## src/rtl/core/apt_pkg.sv

```systemverilog
// Package with the shared types, codes and reset values of the auto power-off timer.
`timescale 1ns / 1ps

package apt_pkg;

  localparam int unsigned CountW = 8;
  localparam int unsigned CfgIdxW = 2;
  localparam int unsigned CfgDataW = 8;
  localparam int unsigned ModeCodeW = 2;

  localparam logic [CfgIdxW-1:0] CFG_FINE_LIMIT  = 2'd0;
  localparam logic [CfgIdxW-1:0] CFG_COUNT_LIMIT = 2'd1;
  localparam logic [CfgIdxW-1:0] CFG_WARN_LIMIT  = 2'd2;

  localparam logic [CountW-1:0] FINE_LIMIT_RST  = 8'd150;
  localparam logic [CountW-1:0] COUNT_LIMIT_RST = 8'd18;
  localparam logic [CountW-1:0] WARN_LIMIT_RST  = 8'd2;

  localparam logic OP_TICK = 1'b0;
  localparam logic OP_EDGE = 1'b1;

  localparam logic [ModeCodeW-1:0] MODE_CODE_COUNTING = 2'd0;
  localparam logic [ModeCodeW-1:0] MODE_CODE_WARNING  = 2'd1;
  localparam logic [ModeCodeW-1:0] MODE_CODE_OFF      = 2'd2;

  typedef enum logic [2:0] {
    MODE_COUNTING = 3'b001,
    MODE_WARNING  = 3'b010,
    MODE_OFF      = 3'b100
  } mode_e;

  typedef struct packed {
    logic op;
    logic button_level;
  } apt_in_t;

  typedef struct packed {
    logic [ModeCodeW-1:0] mode;
    logic                 power_enable;
    logic                 warn_led;
    logic                 sleep_enable;
    logic                 press_accepted;
  } apt_out_t;

  typedef struct packed {
    logic [CountW-1:0] fine_limit;
    logic [CountW-1:0] count_limit;
    logic [CountW-1:0] warn_limit;
  } apt_cfg_t;

  function automatic logic [ModeCodeW-1:0] mode_code(mode_e m);
    logic [ModeCodeW-1:0] c;
    unique case (m)
      MODE_COUNTING: c = MODE_CODE_COUNTING;
      MODE_WARNING:  c = MODE_CODE_WARNING;
      MODE_OFF:      c = MODE_CODE_OFF;
      default:       c = MODE_CODE_OFF;
    endcase
    return c;
  endfunction

endpackage

```

## src/rtl/core/apt_cfg_regs.sv

```systemverilog
// Configuration register file holding the three timer limits.
`timescale 1ns / 1ps

module apt_cfg_regs (
  input  logic                          clk_i,
  input  logic                          rst_ni,
  input  logic                          cfg_we_i,
  input  logic [apt_pkg::CfgIdxW-1:0]   cfg_idx_i,
  input  logic [apt_pkg::CfgDataW-1:0]  cfg_data_i,
  output apt_pkg::apt_cfg_t             cfg_o
);
  import apt_pkg::*;

  apt_cfg_t cfg_q, cfg_d;

  always_comb begin
    cfg_d = cfg_q;
    if (cfg_we_i) begin
      unique case (cfg_idx_i)
        CFG_FINE_LIMIT:  cfg_d.fine_limit  = cfg_data_i;
        CFG_COUNT_LIMIT: cfg_d.count_limit = cfg_data_i;
        CFG_WARN_LIMIT:  cfg_d.warn_limit  = cfg_data_i;
        default:         cfg_d = cfg_q;
      endcase
    end
  end

  always_ff @(posedge clk_i or negedge rst_ni) begin
    if (!rst_ni) begin
      cfg_q.fine_limit  <= FINE_LIMIT_RST;
      cfg_q.count_limit <= COUNT_LIMIT_RST;
      cfg_q.warn_limit  <= WARN_LIMIT_RST;
    end else begin
      cfg_q <= cfg_d;
    end
  end

  assign cfg_o = cfg_q;

endmodule

```

## src/rtl/core/apt_core.sv

```systemverilog
// Timer state registers and the single-pass update for one event.
`timescale 1ns / 1ps

module apt_core (
  input  logic               clk_i,
  input  logic               rst_ni,
  input  logic               fire_i,
  input  apt_pkg::apt_in_t   in_i,
  input  apt_pkg::apt_cfg_t  cfg_i,
  output apt_pkg::apt_out_t  res_o
);
  import apt_pkg::*;

  mode_e             mode_q, mode_d;
  logic [CountW-1:0] fine_q, fine_d;
  logic [CountW-1:0] coarse_q, coarse_d;
  logic              pend_q, pend_d;
  logic              edge_en_q, edge_en_d;
  logic              warn_q, warn_d;
  logic              power_q, power_d;
  logic              sleep_q, sleep_d;
  logic              accepted;
  logic              fine_wrap;
  logic [CountW-1:0] fine_n, coarse_n;

  // Counter advance of a normal tick.
  assign fine_wrap = (fine_q == cfg_i.fine_limit);
  assign fine_n    = fine_wrap ? '0 : fine_q + 1'b1;
  assign coarse_n  = fine_wrap ? coarse_q + 1'b1 : coarse_q;

  always_comb begin
    mode_d    = mode_q;
    fine_d    = fine_q;
    coarse_d  = coarse_q;
    pend_d    = pend_q;
    edge_en_d = edge_en_q;
    warn_d    = warn_q;
    power_d   = power_q;
    sleep_d   = sleep_q;
    accepted  = 1'b0;
    if (fire_i) begin
      if (in_i.op == OP_EDGE) begin
        if (edge_en_q) begin
          edge_en_d = 1'b0;
          pend_d    = 1'b1;
        end
      end else if (pend_q) begin
        // The tick is spent on the press check.
        pend_d = 1'b0;
        if (in_i.button_level) begin
          accepted = 1'b1;
          unique case (mode_q)
            MODE_COUNTING: begin
              power_d = 1'b0;
              mode_d  = MODE_OFF;
            end
            MODE_WARNING: begin
              sleep_d  = 1'b1;
              fine_d   = '0;
              coarse_d = '0;
              mode_d   = MODE_COUNTING;
            end
            default: mode_d = mode_q;
          endcase
        end
      end else begin
        if (!in_i.button_level) edge_en_d = 1'b1;
        unique case (mode_q)
          MODE_COUNTING: begin
            fine_d   = fine_n;
            coarse_d = coarse_n;
            if (coarse_n == cfg_i.count_limit) begin
              fine_d   = '0;
              coarse_d = '0;
              mode_d   = MODE_WARNING;
            end
          end
          MODE_WARNING: begin
            fine_d   = fine_n;
            coarse_d = coarse_n;
            warn_d   = ~warn_q;
            sleep_d  = ~fine_n[1];
            if (coarse_n == cfg_i.warn_limit) begin
              sleep_d = 1'b1;
              power_d = 1'b0;
              mode_d  = MODE_OFF;
            end
          end
          default: mode_d = mode_q;
        endcase
      end
    end
  end

  always_ff @(posedge clk_i or negedge rst_ni) begin
    if (!rst_ni) begin
      mode_q    <= MODE_COUNTING;
      fine_q    <= '0;
      coarse_q  <= '0;
      pend_q    <= 1'b0;
      edge_en_q <= 1'b1;
      warn_q    <= 1'b0;
      power_q   <= 1'b1;
      sleep_q   <= 1'b1;
    end else begin
      mode_q    <= mode_d;
      fine_q    <= fine_d;
      coarse_q  <= coarse_d;
      pend_q    <= pend_d;
      edge_en_q <= edge_en_d;
      warn_q    <= warn_d;
      power_q   <= power_d;
      sleep_q   <= sleep_d;
    end
  end

  always_comb begin
    res_o.mode           = mode_code(mode_d);
    res_o.power_enable   = power_d;
    res_o.warn_led       = warn_d;
    res_o.sleep_enable   = sleep_d;
    res_o.press_accepted = accepted;
  end

endmodule

```

## src/rtl/core/apt_out_slot.sv

```systemverilog
// Result register that holds one finished result until the consumer takes it.
`timescale 1ns / 1ps

module apt_out_slot (
  input  logic               clk_i,
  input  logic               rst_ni,
  input  logic               load_i,
  input  apt_pkg::apt_out_t  res_i,
  input  logic               out_ready_i,
  output logic               out_valid_o,
  output apt_pkg::apt_out_t  out_data_o,
  output logic               free_o
);
  import apt_pkg::*;

  logic     valid_q, valid_d;
  apt_out_t data_q;

  // The slot can take a new result when empty or when drained this cycle.
  assign free_o  = !valid_q || out_ready_i;
  assign valid_d = load_i ? 1'b1 : (valid_q && !out_ready_i);

  always_ff @(posedge clk_i or negedge rst_ni) begin
    if (!rst_ni) begin
      valid_q <= 1'b0;
    end else begin
      valid_q <= valid_d;
    end
  end

  always_ff @(posedge clk_i) begin
    if (load_i) begin
      data_q <= res_i;
    end
  end

  assign out_valid_o = valid_q;
  assign out_data_o  = data_q;

endmodule

```

## src/rtl/core/auto_power_off_timer.sv

```systemverilog
// Top level of the auto power-off timer with a warning phase.
// A result is loaded into the output register in the cycle after its event is accepted.
// Throughput: one event per cycle; the state update is one combinational pass per event.
// The only stall comes from the single-entry output register when its result is not taken.
// Reset (rst_ni low, asynchronous): counting mode, counters zero, edges enabled, supply on,
// sleep allowed, limits back to 150, 18 and 2, and the output register empty.
`timescale 1ns / 1ps

module auto_power_off_timer (
  input  logic                          clk_i,
  input  logic                          rst_ni,
  input  logic                          in_valid_i,
  output logic                          in_ready_o,
  input  apt_pkg::apt_in_t              in_data_i,
  output logic                          out_valid_o,
  input  logic                          out_ready_i,
  output apt_pkg::apt_out_t             out_data_o,
  input  logic                          cfg_we_i,
  input  logic [apt_pkg::CfgIdxW-1:0]   cfg_idx_i,
  input  logic [apt_pkg::CfgDataW-1:0]  cfg_data_i
);
  import apt_pkg::*;

  apt_cfg_t cfg;
  apt_out_t res;
  logic     in_fire;
  logic     slot_free;

  // An event transaction completes when the output register can hold its
  // result, so an event is taken every cycle while the consumer keeps up.
  assign in_ready_o = slot_free;
  assign in_fire    = in_valid_i && slot_free;

  apt_cfg_regs u_cfg (
    .clk_i      (clk_i),
    .rst_ni     (rst_ni),
    .cfg_we_i   (cfg_we_i),
    .cfg_idx_i  (cfg_idx_i),
    .cfg_data_i (cfg_data_i),
    .cfg_o      (cfg)
  );

  // Debounce, counters and mode all update in one pass on the accepted
  // event; the result reflects the state after that event.
  apt_core u_core (
    .clk_i  (clk_i),
    .rst_ni (rst_ni),
    .fire_i (in_fire),
    .in_i   (in_data_i),
    .cfg_i  (cfg),
    .res_o  (res)
  );

  apt_out_slot u_out (
    .clk_i       (clk_i),
    .rst_ni      (rst_ni),
    .load_i      (in_fire),
    .res_i       (res),
    .out_ready_i (out_ready_i),
    .out_valid_o (out_valid_o),
    .out_data_o  (out_data_o),
    .free_o      (slot_free)
  );

  // The supply is dropped exactly when the block is in off mode.
  a_power_matches_mode: assert property (@(posedge clk_i) disable iff (!rst_ni)
    out_valid_o |-> (out_data_o.power_enable == (out_data_o.mode != MODE_CODE_OFF)))
    else $error("power_enable disagrees with mode");

  // A button edge transaction never reports an accepted press.
  a_edge_no_press: assert property (@(posedge clk_i) disable iff (!rst_ni)
    (in_fire && in_data_i.op == OP_EDGE) |=> !out_data_o.press_accepted)
    else $error("press reported on an edge event");

  // Off mode is terminal: the result after an off result is off too.
  a_off_sticky: assert property (@(posedge clk_i) disable iff (!rst_ni)
    (out_valid_o && out_data_o.mode == MODE_CODE_OFF && in_fire)
      |=> (out_data_o.mode == MODE_CODE_OFF))
    else $error("left off mode");

endmodule
```

## config.mk

```make
export PLATFORM = sky130hd
export DESIGN_NAME = auto_power_off_timer
export DESIGN_NICKNAME = d
export VERILOG_FILES = /design/src/rtl/core/apt_pkg.sv /design/src/rtl/core/apt_cfg_regs.sv /design/src/rtl/core/apt_core.sv /design/src/rtl/core/apt_out_slot.sv /design/src/rtl/core/auto_power_off_timer.sv
export SDC_FILE = /design/constraint.sdc
export NUM_CORES = 1
export LEC_CHECK = 0
export ABC_AREA = 1
export BUFFER_PORTS_ARGS = -buffer_cell sky130_fd_sc_hd__clkbuf_2
export CAP_MARGIN = 20
export CORE_MARGIN = 8
export CORE_UTILIZATION = 54
export DETAILED_ROUTE_END_ITERATION = 8
export PLACE_DENSITY_LB_ADDON = 0.1
export SYNTH_ARGS = -nofsm -noshare
export SYNTH_HDL_FRONTEND = slang
export SYNTH_SLANG_ARGS = --single-unit
```

## constraint.sdc

```tcl
create_clock -name clk_i -period 3.45 [get_ports clk_i]
set_input_delay 0.69 -clock clk_i [delete_from_list [all_inputs] [get_ports clk_i]]
set_output_delay 0.69 -clock clk_i [all_outputs]
set_load 0.05 [all_outputs]
```

==> results.ini <==
[placement]
place.gp.congestion=0.9042
dp_slack_ps=663.8
dp_hpwl_um=5427
port_buffers=24

[cells_and_area]
seqCellArea_mm2=0.001420
fill_cells=540
layout-drive-gt1-share=0.1696
multi_input_area_mm2=0.001480
antenna_cells=0
area_delta_synth_final_pct=8.804
nets=466

[logic_synthesis]
ys_seq_area_frac=0.4422
synth-edff-count=6
yosysTopAreaCellShare=0.2961
synth_top_area_cell=dfrtp_1
syn_nets=441
ys_warn_count=0
async_flop_share=0.8909
syn_avg_cell_area_um2=7.611
synth_flop_cell=dfrtp_1
syn_inst=422
synth_area_mm2=0.003212
synthTopCellsByCount=133 x nand2_1, 63 x inv_1, 38 x dfrtp_1
synth_seq_cells=55
ys_types=34
synth_most_common_cell=nand2_1
synthTopCellsByArea=dfrtp_1 30%, nand2_1 16%, dfstp_2 9.0%

[floorplanning]
io_pins=25
coreArea_mm2=0.005851
rows=28
die-area_mm2=0.008671
initial_utilization=0.5490
dieWidth_um=93.12
dieHeight_um=93.12

[hold_path]
hold_class=in -> async

[drt]
drt-initial-drc-count=149
routed_wl_um=7049
vias_per_cell=5.168
vias=2703
post_drt_wl_per_cell_um=13.48
drc=0
ant_nets=0
drtPass1Iterations=4

[status]
status=complete, no violations

[critical_path]
r2r_cells=17
arrival_ps=2900
timing.rr.end=u_out.out_data_o[5]$_DFFE_PP_
regToRegStartpoint=u_cfg.cfg_o[23]$_DFFE_PN1P_
cpLargestDelayFamily=simple AND/OR/NAND/NOR gates
critical_path.max_stage_delay_ps=560
startpoint_type=flip-flop
r2r_slack_ps=620
crit_chain=nand2_1, nand2_1, nand2_1, nor2_4, nand2_2, nand2_1, nand2_1, nand2_1, nand2_1, nand2_1, nor2_2, nand3_2, nand2_1, a21oi_1, nand2_1, a21oi_1, nor2_1
cp_slowest_cell=dfstp_2
cpMostUsedCell=nand2_1
cp-end-kind=flip-flop
critPathBufInv=0
crit_required_ps=3520
critPathKind=reg -> reg
cp_max_fo=14

[clock_tree]
cts_setup_buffers=0
clock_latency_ps=310
root_buffer=clkbuf_8
numCtsBuffers=5
htree_levels=2
cts_tree=yes
clk_path_buf_depth=2
holdBufCountCts=0
clkTransAtPathRegs_ps=100
post_cts_resized=0
clock_sinks=55

[global_route]
track_usage=0.1742
grt_max_degree=50
grt_pass1_wl_um=12290
grt_pass1_vias=2628
grt_overflow=0
antenna_found_initial=0

[sta]
drv_slew=0
tns_ps=0
rsz0062_at_grt=no
max_freq_mhz=353.1
setup_viol=0
finalCriticalPeriod_ps=2832
skew_ps=14.30
worst_slew_pin_slew_ps=604.7
period_share=0.8208
worst_hold_slack_ps=453.9
hold_viol=0
timing.final.ws_setup_ps=618.2
slew_headroom=0.5968

[run]
maxCapViolations=0

[pwr]
peakVddDrop_v=0.0003413
p_leak_uw=0.001780
power_per_cell_area_mw_per_mm2=722.7

-- cell type report --
type | instances | area share
tap | 75 | 0.02685
multi-input combinational | 290 | 0.4236
clock buffer | 7 | 0.02793
clock inverter | 1 | 0.002506
inverter | 69 | 0.07411
sequential | 55 | 0.4064
timing repair buffer | 26 | 0.03867
-- how the worst max path moves through the flow --
stage                                 from                              to  cells past startpoint
2_1_floorplan                  out_ready_i  u_core.coarse_q[2]$_DFFE_PN0P_                     10
3_3_place_gp   u_cfg.cfg_o[20]$_DFFE_PN1P_    u_core.fine_q[2]$_DFFE_PN0P_                     12
3_5_place_dp   u_cfg.cfg_o[23]$_DFFE_PN1P_   u_out.out_data_o[5]$_DFFE_PP_                     17
4_1_cts        u_cfg.cfg_o[23]$_DFFE_PN1P_   u_out.out_data_o[5]$_DFFE_PP_                     17
5_1_grt        u_cfg.cfg_o[17]$_DFFE_PN1P_   u_out.out_data_o[5]$_DFFE_PP_                     16
6_report       u_cfg.cfg_o[23]$_DFFE_PN1P_   u_out.out_data_o[5]$_DFFE_PP_                     17
-- report_power, final --
group | total [uW] | switching (uW) | internal, uW
Clock | 405 | 214 | 191
Sequential | 1060 | 198 | 858
Combinational | 1060 | 683 | 382
Total | 2530 | 1090 | 1430
-- through the flow --
step,util,instance area (um^2),std cells,power [uW]
finish,0.5973,3495,523,2525
global route,0.5973,3495,523,2719
CTS,0.5973,3495,523,2526
detailed placement,0.5791,3388,515,2112
global placement,0.5791,3388,515,2101
floorplan,-,3212,422,1868
-- routing by layer --
metal	vias up	track usage	routed length, um	share of wire
li1	1403	-	-	-
met1	1221	0.2344	3381	0.48
met2	65	0.2781	3229	0.46
met3	14	0.02965	320	0.045
met4	0	0.05638	118	0.017
met5	-	0	0	0
-- placed cells by master (no fill, tap or decap), types with 6 or more instances in the layout --
cell / count
a21oi_1: 6
clkbuf_2: 24
dfrtp_1: 38
dfstp_2: 11
edfxtp_1: 6
inv_1: 63
inv_2: 6
nand2_1: 133
nand2_2: 7
nand3_1: 34
nand3_2: 7
nor2_1: 18
nor2_2: 6
nor3_1: 7
o21ai_0: 24
o22ai_1: 10
o32ai_1: 6
xnor2_1: 6
xor2_1: 6
-- cells by family (layout without fill, tap and decap cells) --
logic type / after synthesis / after routing / synth area share
AO/OA/AOI/OAI: 54 / 54 / 0.1032
XOR/XNOR: 12 / 12 / 0.03272
adder cells (fa/ha/maj): 2 / 2 / 0.007790
buffers and inverters: 77 / 103 / 0.09700
flip-flops: 55 / 55 / 0.4421
AND/OR/NAND/NOR: 222 / 222 / 0.3171
-- sequential cells by signal, summed over array words and instances (netlist names) --
name	cells
u_core.warn_q	1
u_core.fine_q	8
u_core.sleep_q	1
u_out.out_valid_o	1
u_core.mode_q	3
u_core.edge_en_q	1
u_cfg.cfg_o	24
u_core.pend_q	1
u_core.power_q	1
u_core.coarse_q	8
u_out.out_data_o	6
No activity file was read; power rests on OpenSTA's default activity.
